==> config.mk <==
export PLATFORM = sky130hd
export DESIGN_NAME = kruskal_spanning_tree_edge_filter_unit
export DESIGN_NICKNAME = d
export VERILOG_FILES = /design/src/rtl/kst_pkg.sv /design/src/rtl/kst_ram.sv /design/src/rtl/kruskal_spanning_tree_edge_filter_unit.sv
export SDC_FILE = /design/constraint.sdc
export NUM_CORES = 2
export LEC_CHECK = 0
export BUFFER_PORTS_ARGS = -buffer_cell sky130_fd_sc_hd__buf_2
export CAP_MARGIN = 5
export CORE_AREA = 2 2 339 341
export CTS_BUF_LIST = sky130_fd_sc_hd__clkbuf_2 sky130_fd_sc_hd__clkbuf_4 sky130_fd_sc_hd__clkbuf_8
export CTS_CLUSTER_DIAMETER = 100
export DETAILED_ROUTE_END_ITERATION = 8
export DIE_AREA = 0 0 341 343
export PLACE_DENSITY = 0.74
export RECOVER_POWER = 25
export SLEW_MARGIN = 20
export SYNTH_ARGS = -nofsm -noshare
export SYNTH_HDL_FRONTEND = slang
export SYNTH_HIERARCHICAL = 1
export SYNTH_SLANG_ARGS = --single-unit
==> constraint.sdc <==
create_clock -name i_clk -period 4.75 [get_ports i_clk]
set_clock_uncertainty 0.05 [all_clocks]
set_input_delay 0.7125 -clock i_clk [delete_from_list [all_inputs] [get_ports i_clk]]
set_output_delay 0.7125 -clock i_clk [all_outputs]
set_load 0.005 [all_outputs]
==> src/rtl/kst_pkg.sv <==
// Shared types and constants for the spanning tree edge filter.
`timescale 1ns / 1ps

package kst_pkg;

    // Largest graph the label store can hold.
    localparam int MAX_VERTICES = 128;

    // Fixed field widths.
    localparam int VTX_W = 8;
    localparam int WGT_W = 16;
    localparam int TOT_W = 32;
    localparam int CFG_W = 8;

    // Label store: one entry per vertex number 0..MAX_VERTICES.
    localparam int LBL_DEPTH = MAX_VERTICES + 1;
    localparam int LBL_W     = $clog2(LBL_DEPTH);

    // Vertex counts and the accepted edge count share this width.
    localparam int CNT_W = (LBL_W > VTX_W) ? LBL_W : VTX_W;

    // Result status codes.
    typedef enum logic [1:0] {
        ST_REJECT  = 2'd0,
        ST_ACCEPT  = 2'd1,
        ST_IGNORE  = 2'd2,
        ST_INVALID = 2'd3
    } t_status;

    // Edge processing sequencer.
    typedef enum logic [2:0] {
        S_IDLE,
        S_CHECK,
        S_RDFROM,
        S_RDTO,
        S_SWEEP,
        S_SWLAST,
        S_DONE
    } t_state;

endpackage

==> src/rtl/kst_ram.sv <==
// Generic single write port, single read port RAM with registered read data.
`timescale 1ns / 1ps

module kst_ram #(
    parameter int WIDTH = 8,
    parameter int DEPTH = 129
) (
    input  logic                     i_clk,
    input  logic                     i_wr_en,
    input  logic [$clog2(DEPTH)-1:0] i_wr_addr,
    input  logic [WIDTH-1:0]         i_wr_data,
    input  logic                     i_rd_en,
    input  logic [$clog2(DEPTH)-1:0] i_rd_addr,
    output logic [WIDTH-1:0]         o_rd_data
);

    logic [WIDTH-1:0] r_mem [DEPTH];
    logic [WIDTH-1:0] r_rd_data;

    // Write port and registered read port.
    always_ff @(posedge i_clk) begin
        if (i_wr_en) begin
            r_mem[i_wr_addr] <= i_wr_data;
        end
        if (i_rd_en) begin
            r_rd_data <= r_mem[i_rd_addr];
        end
    end

    assign o_rd_data = r_rd_data;

endmodule

==> src/rtl/kruskal_spanning_tree_edge_filter_unit.sv <==
// Spanning tree edge filter: checks sorted edges against per-vertex component labels.
// An accepted edge runs the relabel sweep, which reads one label store entry per cycle.
// A new request is taken the cycle after the previous result is loaded into the output
// register. Synchronous active-low reset returns every label to its own vertex number via
// per-entry valid bits; the first edge of a graph does the same.
`timescale 1ns / 1ps

module kruskal_spanning_tree_edge_filter_unit (
    input  logic                              i_clk,
    input  logic                              i_rst_n,
    // Configuration write channel
    input  logic                              i_cfg_valid,
    output logic                              o_cfg_ready,
    input  logic [kst_pkg::CFG_W-1:0]         i_cfg_data,
    // Edge request channel
    input  logic                              i_in_valid,
    output logic                              o_in_stall,
    input  logic                              i_first_edge,
    input  logic                              i_last_edge,
    input  logic [kst_pkg::VTX_W-1:0]         i_from_vertex,
    input  logic [kst_pkg::VTX_W-1:0]         i_to_vertex,
    input  logic signed [kst_pkg::WGT_W-1:0]  i_edge_weight,
    // Result channel
    output logic                              o_out_valid,
    input  logic                              i_out_stall,
    output logic [1:0]                        o_status,
    output logic [kst_pkg::VTX_W-1:0]         o_from_vertex_out,
    output logic [kst_pkg::VTX_W-1:0]         o_to_vertex_out,
    output logic signed [kst_pkg::WGT_W-1:0]  o_weight_out,
    output logic signed [kst_pkg::TOT_W-1:0]  o_total_weight,
    output logic                              o_tree_complete,
    output logic                              o_list_end
);

    kst_pkg::t_state  r_state;
    kst_pkg::t_state  n_state;
    kst_pkg::t_status r_status;

    // Captured request
    logic [kst_pkg::VTX_W-1:0]        r_from;
    logic [kst_pkg::VTX_W-1:0]        r_to;
    logic signed [kst_pkg::WGT_W-1:0] r_wgt;
    logic                             r_last;

    // Graph state
    logic [kst_pkg::CFG_W-1:0]        r_vcount;
    logic [kst_pkg::CNT_W-1:0]        r_count;
    logic signed [kst_pkg::TOT_W-1:0] r_total;
    logic [kst_pkg::LBL_DEPTH-1:0]    r_lvalid;

    // Label lookup and sweep
    logic [kst_pkg::LBL_W-1:0] r_keep;
    logic [kst_pkg::LBL_W-1:0] r_drop;
    logic [kst_pkg::LBL_W-1:0] r_idx;
    logic                      r_pend;
    logic [kst_pkg::LBL_W-1:0] r_rd_idx;
    logic                      r_rd_hit;

    // Output register
    logic                             r_out_valid;
    logic [1:0]                       r_out_status;
    logic [kst_pkg::VTX_W-1:0]        r_out_from;
    logic [kst_pkg::VTX_W-1:0]        r_out_to;
    logic signed [kst_pkg::WGT_W-1:0] r_out_wgt;
    logic signed [kst_pkg::TOT_W-1:0] r_out_total;
    logic                             r_out_complete;
    logic                             r_out_last;

    // Control signals
    logic                      in_acc;
    logic                      out_free;
    logic                      out_load;
    logic                      rd_en;
    logic [kst_pkg::LBL_W-1:0] rd_addr;
    logic                      wr_en;
    logic [kst_pkg::LBL_W-1:0] wr_addr;
    logic [kst_pkg::LBL_W-1:0] ram_rdata;
    logic [kst_pkg::LBL_W-1:0] label;
    logic [kst_pkg::CNT_W-1:0] eff_n;
    logic                      complete;
    logic                      invalid;
    logic                      sweep_end;
    logic signed [kst_pkg::TOT_W:0]   sum_ext;
    logic signed [kst_pkg::TOT_W-1:0] sum_sat;

    // Effective vertex count, clamped to the store size.
    assign eff_n = (kst_pkg::CNT_W'(r_vcount) > kst_pkg::CNT_W'(kst_pkg::MAX_VERTICES))
                 ? kst_pkg::CNT_W'(kst_pkg::MAX_VERTICES) : kst_pkg::CNT_W'(r_vcount);

    // The tree is complete once count + 1 reaches n.
    assign complete = ({1'b0, r_count} + (kst_pkg::CNT_W + 1)'(1)) >= {1'b0, eff_n};

    // Vertex numbers must lie in 1..n.
    assign invalid = (r_from == '0) || (r_to == '0)
                   || (kst_pkg::CNT_W'(r_from) > eff_n) || (kst_pkg::CNT_W'(r_to) > eff_n);

    // An entry never written since the last clear holds its own index.
    assign label = r_rd_hit ? ram_rdata : r_rd_idx;

    assign sweep_end = (r_idx == kst_pkg::LBL_W'(eff_n));

    // Saturating add of the edge weight to the running total.
    assign sum_ext = {r_total[kst_pkg::TOT_W-1], r_total}
                   + {{(kst_pkg::TOT_W + 1 - kst_pkg::WGT_W){r_wgt[kst_pkg::WGT_W-1]}}, r_wgt};
    always_comb begin
        if (sum_ext[kst_pkg::TOT_W] != sum_ext[kst_pkg::TOT_W-1]) begin
            sum_sat = sum_ext[kst_pkg::TOT_W] ? {1'b1, {(kst_pkg::TOT_W-1){1'b0}}}
                                              : {1'b0, {(kst_pkg::TOT_W-1){1'b1}}};
        end else begin
            sum_sat = sum_ext[kst_pkg::TOT_W-1:0];
        end
    end

    // Handshakes.
    assign o_cfg_ready = 1'b1;
    assign out_free    = !r_out_valid || !i_out_stall;
    assign in_acc      = i_in_valid && !o_in_stall;

    // Next state.
    always_comb begin
        n_state = r_state;
        case (r_state)
            kst_pkg::S_IDLE: begin
                if (in_acc) begin
                    n_state = kst_pkg::S_CHECK;
                end
            end
            kst_pkg::S_CHECK: begin
                n_state = (complete || invalid) ? kst_pkg::S_DONE : kst_pkg::S_RDFROM;
            end
            kst_pkg::S_RDFROM: begin
                n_state = kst_pkg::S_RDTO;
            end
            kst_pkg::S_RDTO: begin
                n_state = (label == r_keep) ? kst_pkg::S_DONE : kst_pkg::S_SWEEP;
            end
            kst_pkg::S_SWEEP: begin
                if (sweep_end) begin
                    n_state = kst_pkg::S_SWLAST;
                end
            end
            kst_pkg::S_SWLAST: begin
                n_state = kst_pkg::S_DONE;
            end
            kst_pkg::S_DONE: begin
                if (out_free) begin
                    n_state = kst_pkg::S_IDLE;
                end
            end
            default: begin
                n_state = kst_pkg::S_IDLE;
            end
        endcase
    end

    // Sequencer outputs: label store accesses, request stall and result load.
    always_comb begin
        o_in_stall = 1'b1;
        rd_en      = 1'b0;
        rd_addr    = r_idx;
        wr_en      = 1'b0;
        wr_addr    = r_rd_idx;
        out_load   = 1'b0;
        case (r_state)
            kst_pkg::S_IDLE: begin
                o_in_stall = 1'b0;
            end
            kst_pkg::S_CHECK: begin
                rd_en   = !(complete || invalid);
                rd_addr = kst_pkg::LBL_W'(r_from);
            end
            kst_pkg::S_RDFROM: begin
                rd_en   = 1'b1;
                rd_addr = kst_pkg::LBL_W'(r_to);
            end
            kst_pkg::S_SWEEP: begin
                rd_en = 1'b1;
                wr_en = r_pend && (label == r_drop);
            end
            kst_pkg::S_SWLAST: begin
                wr_en = r_pend && (label == r_drop);
            end
            kst_pkg::S_DONE: begin
                out_load = out_free;
            end
            default: begin
                o_in_stall = 1'b1;
            end
        endcase
    end

    // Label store.
    kst_ram #(
        .WIDTH (kst_pkg::LBL_W),
        .DEPTH (kst_pkg::LBL_DEPTH)
    ) u_label_ram (
        .i_clk     (i_clk),
        .i_wr_en   (wr_en),
        .i_wr_addr (wr_addr),
        .i_wr_data (r_keep),
        .i_rd_en   (rd_en),
        .i_rd_addr (rd_addr),
        .o_rd_data (ram_rdata)
    );

    // Control state.
    always_ff @(posedge i_clk) begin
        if (!i_rst_n) begin
            r_state     <= kst_pkg::S_IDLE;
            r_vcount    <= kst_pkg::CFG_W'(1);
            r_count     <= '0;
            r_total     <= '0;
            r_lvalid    <= '0;
            r_out_valid <= 1'b0;
            r_pend      <= 1'b0;
        end else begin
            r_state <= n_state;

            // Configuration write.
            if (i_cfg_valid && o_cfg_ready) begin
                r_vcount <= i_cfg_data;
            end

            // A new graph restarts count, total and labels.
            if (in_acc && i_first_edge) begin
                r_count  <= '0;
                r_total  <= '0;
                r_lvalid <= '0;
            end

            // Accepted edge updates count and total.
            if (r_state == kst_pkg::S_RDTO && label != r_keep) begin
                r_count <= r_count + kst_pkg::CNT_W'(1);
                r_total <= sum_sat;
            end

            // Relabel writes mark their entries as holding stored data.
            if (wr_en) begin
                r_lvalid[wr_addr] <= 1'b1;
            end

            // Sweep pipeline flag: a read is in flight after the first sweep cycle.
            if (r_state == kst_pkg::S_RDTO) begin
                r_pend <= 1'b0;
            end else if (r_state == kst_pkg::S_SWEEP) begin
                r_pend <= 1'b1;
            end

            // Result channel valid.
            if (out_load) begin
                r_out_valid <= 1'b1;
            end else if (!i_out_stall) begin
                r_out_valid <= 1'b0;
            end
        end
    end

    // Payload registers.
    always_ff @(posedge i_clk) begin
        // Capture the request.
        if (in_acc) begin
            r_from <= i_from_vertex;
            r_to   <= i_to_vertex;
            r_wgt  <= i_edge_weight;
            r_last <= i_last_edge;
        end

        // Track which entry the read data belongs to.
        if (rd_en) begin
            r_rd_idx <= rd_addr;
            r_rd_hit <= r_lvalid[rd_addr];
        end

        // Decide the status and collect both labels.
        case (r_state)
            kst_pkg::S_CHECK: begin
                if (complete) begin
                    r_status <= kst_pkg::ST_IGNORE;
                end else if (invalid) begin
                    r_status <= kst_pkg::ST_INVALID;
                end
            end
            kst_pkg::S_RDFROM: begin
                r_keep <= label;
            end
            kst_pkg::S_RDTO: begin
                r_drop   <= label;
                r_idx    <= kst_pkg::LBL_W'(1);
                r_status <= (label == r_keep) ? kst_pkg::ST_REJECT : kst_pkg::ST_ACCEPT;
            end
            kst_pkg::S_SWEEP: begin
                r_idx <= r_idx + kst_pkg::LBL_W'(1);
            end
            default: begin
                r_idx <= r_idx;
            end
        endcase

        // Load the output register.
        if (out_load) begin
            r_out_status   <= r_status;
            r_out_from     <= r_from;
            r_out_to       <= r_to;
            r_out_wgt      <= r_wgt;
            r_out_total    <= r_total;
            r_out_complete <= complete;
            r_out_last     <= r_last;
        end
    end

    assign o_out_valid       = r_out_valid;
    assign o_status          = r_out_status;
    assign o_from_vertex_out = r_out_from;
    assign o_to_vertex_out   = r_out_to;
    assign o_weight_out      = r_out_wgt;
    assign o_total_weight    = r_out_total;
    assign o_tree_complete   = r_out_complete;
    assign o_list_end        = r_out_last;

endmodule
Word level (Yosys, flattened, before mapping)
Memory sizes are Yosys's and may differ from the RTL's. A register that Yosys moved wholly into a read port is not among the register bits.
Index checks and enable logic that the tools add are counted.

word-level totals
  bits in registers = 318
  RAM bits = 1032
  output and inout port bits = 71
  logic and storage cells = 113
  memories = 1

operators by class
  $add $sub $neg = 4
  $lt $le $gt $ge = 7
  equality and inequality tests = 16
  muxes and demuxes = 35
  bitwise logic cells = 2
  reduce and logical (&&, ||, !) cells = 24

memories
  memory             words  width  rd ports  clocked after memory_dff  write ports  RTL line       RTL
  u_label_ram.r_mem  129    8      1         1                         1            kst_ram.sv:17  logic [WIDTH-1:0] r_mem [DEPTH];

operators with widths
  operator                                                           count
  two-way mux 129 bit                                                3
  bitwise OR 129 bit                                                 1
  two-way mux 32 bit                                                 4
  adder 32 x 16 -> 33 bit                                            1
  two-way mux 8 bit                                                  4
  one-hot mux 8 bit (2 select lines)                                 2
  equality test 8 bit                                                3
  one-hot mux 3 bit (7 select lines)                                 1
  less-than comparator 8 x 9 -> 1 bit, second input constant         2
  adder 8 x 1 -> 8 bit, second input constant                        2
  > comparator 8 bit                                                 2
  logical NOT 8 bit                                                  2
  two-way mux 3 bit                                                  4
  two-way mux 1 bit                                                  10
  adder 8 x 1 -> 9 bit, second input constant                        1
  equality test 3 bit, second input constant                         3
  greater-or-equal comparator 9 x 8 -> 1 bit                         1
  binary-select mux 1 bit (select 8 bit)                             1
  demux 1 bit (select 8 bit)                                         1
  greater-or-equal comparator 8 x 1 -> 1 bit, second input constant  1
  > comparator 8 bit, second input constant                          1
  inequality test 8 bit                                              1
  equality test 3 x 2 -> 1 bit, second input constant                2
  two-way mux 2 bit                                                  3
  other kinds (16)                                                   32

Longest topological paths before layout
  depth after elaboration = 8
  depth in mapped cells = 18

By module
Netlist, hierarchy kept.

by module, submodules not included
  module                                  instances  cells each  area an instance (µm²)  sequential area each (µm²)
  kst_ram                                 1          2031        40875.5                 31230.0
  kruskal_spanning_tree_edge_filter_unit  1          1604        15287.2                 7727.4

Least setup slack after synthesis
No wires, ideal clock.

  kind = flip-flop to flip-flop
  start point = register r_state[0]
  end point = register r_out_from (netlist bit o_from_vertex_out[0]) (enable)
  library setup time = 0.517 ns
  arrival time = 4.634 ns
  data required time = 4.183 ns
  path slack = -0.451 ns
  stages on the path, launching flop included = 7
  path buffers = 3
  cell sequence = dfxtp_1 -> buf_4 -> buf_2 -> clkbuf_1 -> nand2b_1 -> or2_2 -> a21oi_1

between the ends
  longest elaborated chain between the ends = 2

ends and longest elaborated chain
  what                    RTL line                                       RTL
  from (decl)             kruskal_spanning_tree_edge_filter_unit.sv:35   kst_pkg::t_state r_state;
  from (signal assigned)  kruskal_spanning_tree_edge_filter_unit.sv:209  r_state <= kst_pkg::S_IDLE;
  from (signal assigned)  kruskal_spanning_tree_edge_filter_unit.sv:217  r_state <= n_state;
  equality test 3 bit     kruskal_spanning_tree_edge_filter_unit.sv:164  case (r_state)
  two-way mux 1 bit       kruskal_spanning_tree_edge_filter_unit.sv:164
  net out_load            kruskal_spanning_tree_edge_filter_unit.sv:72   logic out_load;
  to (signal assigned)    kruskal_spanning_tree_edge_filter_unit.sv:302  r_out_from <= r_from;
  to (decl)               kruskal_spanning_tree_edge_filter_unit.sv:62   logic [kst_pkg::VTX_W-1:0] r_out_from;

The timed path passes the listed nets, and every way through them passes these cells.
A chain may end at the register's enable or synchronous reset.

Worst setup path after layout
  start point = register r_rd_hit
  end point = memory u_label_ram.r_mem[59][3] (enable)

between the ends
  longest elaborated chain between the ends = 6

ends and longest elaborated chain
  what                                     RTL line                                                                                      RTL
  from (decl)                              kruskal_spanning_tree_edge_filter_unit.sv:57                                                  logic r_rd_hit;
  from (signal assigned)                   kruskal_spanning_tree_edge_filter_unit.sv:271                                                 r_rd_hit <= r_lvalid[rd_addr];
  two-way mux 8 bit                        kruskal_spanning_tree_edge_filter_unit.sv:98                                                  assign label = r_rd_hit ? ram_rdata : r_rd_idx;
  equality test 8 bit                      kruskal_spanning_tree_edge_filter_unit.sv:178, kruskal_spanning_tree_edge_filter_unit.sv:181
  logical AND 1 bit                        kruskal_spanning_tree_edge_filter_unit.sv:178, kruskal_spanning_tree_edge_filter_unit.sv:181
  two-way mux 1 bit                        n/a
  net wr_en                                kruskal_spanning_tree_edge_filter_unit.sv:75                                                  logic wr_en;
  two-way mux 1 bit                        kst_ram.sv:22                                                                                 if (i_wr_en) begin
  two-way mux 1 bit (not written as such)  kst_ram.sv:23                                                                                 r_mem[i_wr_addr] <= i_wr_data;
  to (decl)                                kst_ram.sv:17

The timed path passes the listed nets, and every way through them passes these cells.

==> reports/qor.csv <==
stage;metric;value;unit
drt;drc;0;
job;max_cap_viol_count;8;
synth;synthMuxAreaShare;0.109;
synth;synth_nets;3741;
synth;synth_edf_count;1176;
clocking;cts_sinks;1358;
floorplanning;die-area;117000;um^2
timing;setup_viol;0;
setup_path;cp_cell_sequence;mux2i_1 > xnor2_1 > nor4_4 > and3_1 > nand4_1 > nor2_1;
power_and_ir_drop;intPower;24.4;mW
clocking;h-tree-depth;4;
finish;finalInstanceArea;63400;um^2
synth;syn_avg_cell_area;15.5;um^2
floorplanning;die_w;341;um
power_and_ir_drop;p_seq_frac;0.375;
drt;dr.pass1.iters;8;
synth;synth.ff_latch_count;1358;
timing;final.min_clock_period;4450;ps
setup_path;critPathRequiredTime;5160;ps
synth;ys.flop_type;edfxtp_1;
synth;synth_fa_ha_area_frac;0.0133;
place;placed_cell_area;58900;um^2
power_and_ir_drop;powerDensity;606;nW/um^2
power_and_ir_drop;pwr-share-clk;0.249;
power_and_ir_drop;swShare;0.364;
place;place_hpwl;88000;um
setup_path;critPathKind;reg -> reg;
clocking;postCtsSetupRepairBufs;0;
drt;vias;34344;
setup_path;timing.rr.end;u_label_ram/r_mem[59][3]$_DFFE_PP_;
global_routing;overflow;0;
setup_path;regToRegSetupSlack;300;ps
timing;hold_violations;0;
timing;slew_viol_final;558;
power_and_ir_drop;p_sw;14.0;mW
place;gp_congestion;0.920;
min_path;hold_class;in -> reg;
clocking;insertion_delay;880;ps
place;portBuffers;116;
floorplanning;num_rows;124;
outcome;outcome;finished, violations left;
synth;synthDistinctLibCells;90;
power_and_ir_drop;power.leakage;21.5;nW
finish;nNetsFinal;4060;
synth;synth_top_family_by_area;multiplexers;
setup_path;worst_path_max_delay_cell;nor2_1;
global_routing;grt_pass1_wl;207000;um
floorplanning;start_util;0.495;
clocking;cts_buffer_depth;3;
clocking;cts_root_buffer;clkbuf_8;
synth;syn_inst;3635;
drt;initialDrtViolationCount;4262;
clocking;path_clk_slew;60;ps
drt;drtAntennaViolNets;0;
power_and_ir_drop;ir_drop;0.489;mV
synth;synth_xor_area_frac;0.00920;
synth;synth-simple-area-share;0.0738;
synth;synthArstFlopShare;0;
setup_path;crit_fanout;20;
synth;synth_compound_area_frac;0.0755;
place;post-place-ws;494;ps
timing;finalCritPeriodShare;0.936;
global_routing;grt_max_degree;106;
setup_path;rr_startpoint;r_rd_hit$_DFFE_PP_;
setup_path;critical_path.max_stage_delay;910;ps
timing;rsz0062_at_grt;no;
setup_path;cp-start-kind;register;
min_path;worstHoldStart;i_cfg_data[7];
clocking;cts_tree;done;
timing;setup-tns-final;0;ps
drt;routedWlPerCell;24.6;um
setup_path;reg2regPathDepth;6;
clocking;postCtsHoldBufs;40;
synth;ys_seq_area_frac;0.694;
clocking;cts_buffers;208;
power_and_ir_drop;pwr-share-comb;0.376;
min_path;min_to;r_vcount[7]$_SDFFE_PN0P_;
drt;routed_wl;139000;um
outcome;violations;max-capacitance violations, max-slew violations;
synth;ys_warn_count;6;
timing;fmax;0.225;GHz
floorplanning;dieHeight;343;um
synth;synthesis.area;56200;um^2
finish;syn_to_final_growth;12.9;%
floorplanning;pin_count;118;
global_routing;antenna_found_initial;4;
finish;drive_above_1_share;0.212;
timing;worst_pin_slew;3290;ps
timing;max-slew-margin-rel;-1.19;
timing;worst_slack;304;ps
clocking;cts_resized;0;
global_routing;grt_util_all_layers;0.234;
setup_path;endpoint_kind;register;
setup_path;arrival;4850;ps
drt;vias_per_cell;6.09;
global_routing;grt_pass1_vias;33364;
floorplanning;core_area;113000;um^2
min_path;whs_path_depth;3;
-- per-layer routing --
metal / share of wire / GRT usage / vias to the layer above
met5: 0.000086 / 0 / -
met4: 0.039 / 0.0964 / 2
met2: 0.48 / 0.373 / 1890
met1: 0.39 / 0.318 / 17202
met3: 0.097 / 0.0475 / 376
li1: - / - / 14874
-- final cells by class --
cell class                 count  area [um^2]
sequential                  1358        39000
multi-input combinational   2014        15900
tap                         1512         1890
inverter                      46          191
clock inverter                83          549
fill                        8667        50000
timing repair buffer         326         2370
antenna                        4         10.0
clock buffer                 292         3560
-- synthesized netlist by cell type (all sizes together), types with 11 or more instances --
master,number,share of area
a211oi,38,0.0051
a311oi,12,0.0019
a221oi,19,0.0032
edfxtp,1176,0.63
a31oi,18,0.0020
and3,36,0.0040
mux2,29,0.0061
a22oi,121,0.016
a21oi,120,0.011
a2111oi,11,0.0018
nand3,67,0.0062
o22ai,42,0.0047
nor2b,39,0.0043
nand2,216,0.015
o31ai,14,0.0019
mux2i,156,0.028
dfxtp,182,0.065
nor3,26,0.0025
buf,100,0.014
o211ai,11,0.0015
a21o,26,0.0035
xor2,22,0.0034
nand2b,17,0.0019
and2,21,0.0023
o21ai,79,0.0070
xnor2,37,0.0058
nor4,15,0.0020
inv,45,0.0030
nand4,28,0.0031
nor2,409,0.028
a21boi,11,0.0015
mux4,188,0.075
clkbuf,117,0.0079
ha,58,0.013
o221ai,31,0.0052
-- layout by cell type (no fill, tap or decap), types with 35 or more instances in the layout --
cell and n:
a211oi_1 38, a21oi_1 119, a22oi_1 121, and3_1 35, buf_2 112, buf_4 145, clkbuf_4 74, clkbuf_8 218
clkinv_1 42, dfxtp_1 182, dlygate4sd3_1 40, edfxtp_1 1176, ha_1 58, inv_1 38, mux2i_1 156, mux4_2 188
nand2_1 212, nand3_1 66, nor2_1 407, nor2b_1 39, o21ai_0 73, o22ai_1 42, xnor2_1 36
-- stage by stage --
step / power [mW] / utilization / hold slack, ps / instances
6_report: 38.4 / 0.559 / 86.6 / 5635
5_1_grt: 39.7 / 0.559 / 77.9 / 5635
4_1_cts: 38.3 / 0.559 / 7.93 / 5630
3_5_place_dp: 28.8 / 0.519 / 357 / 5215
3_3_place_gp: 28.5 / 0.519 / 353 / 5215
2_1_floorplan: 24.0 / - / 350 / 3635
-- worst max-delay path: cells and delay by family (launching register included) --
kind | cells | cell delay, ps
and+or+nand+nor | 4 | 2710
xor gates and xnor gates | 1 | 180
muxes | 1 | 430
DFF | 1 | 670
-- state kept, by name (all words and copies together) (netlist names), 16 cells and up --
| signal | count |
|---|---|
| o_total_weight | 32 |
| o_weight_out | 16 |
| r_lvalid | 129 |
| r_total | 32 |
| r_wgt | 16 |
| u_label_ram/r_mem | 1032 |
-- worst max path at each step --
stage | startpoint | end | slack, ps | cells past startpoint
after floorplan | r_state[0]$_SDFFE_PN0P_ | o_from_vertex_out[0]$_DFFE_PP_ | 1090 | 6
after global placement | r_state[2]$_SDFFE_PN0P_ | u_label_ram/o_rd_data[2]$_DFFE_PP_ | 570 | 12
after detailed placement | r_rd_hit$_DFFE_PP_ | u_label_ram/r_mem[59][0]$_DFFE_PP_ | 490 | 6
after CTS | r_rd_hit$_DFFE_PP_ | u_label_ram/r_mem[59][5]$_DFFE_PP_ | 440 | 6
after global routing | r_rd_hit$_DFFE_PP_ | u_label_ram/r_mem[59][0]$_DFFE_PP_ | 140 | 6
final | r_rd_hit$_DFFE_PP_ | u_label_ram/r_mem[59][3]$_DFFE_PP_ | 300 | 6
-- power by group through the flow --
stage / Combinational, mW / Sequential [mW] / Clock [mW]
global placement: 14.0 / 14.6 / 0
global route: 15.1 / 14.4 / 10.2
detailed placement: 14.2 / 14.6 / 0
CTS: 14.2 / 14.3 / 9.72
finish: 14.5 / 14.4 / 9.57
floorplan: 9.30 / 14.7 / 0
-- kinds of logic (layout without fill, tap and decap cells) --
family	count (synthesis)	in the layout
flip-flops	1358	1358
AO/OA/AOI/OAI	611	611
XOR/XNOR	59	59
multiplexers	373	373
other	1	5
AND/OR/NAND/NOR	911	911
adder cells (fa/ha/maj)	59	59
buffers and inverters	263	747
Power figures use the tool's default switching activity.
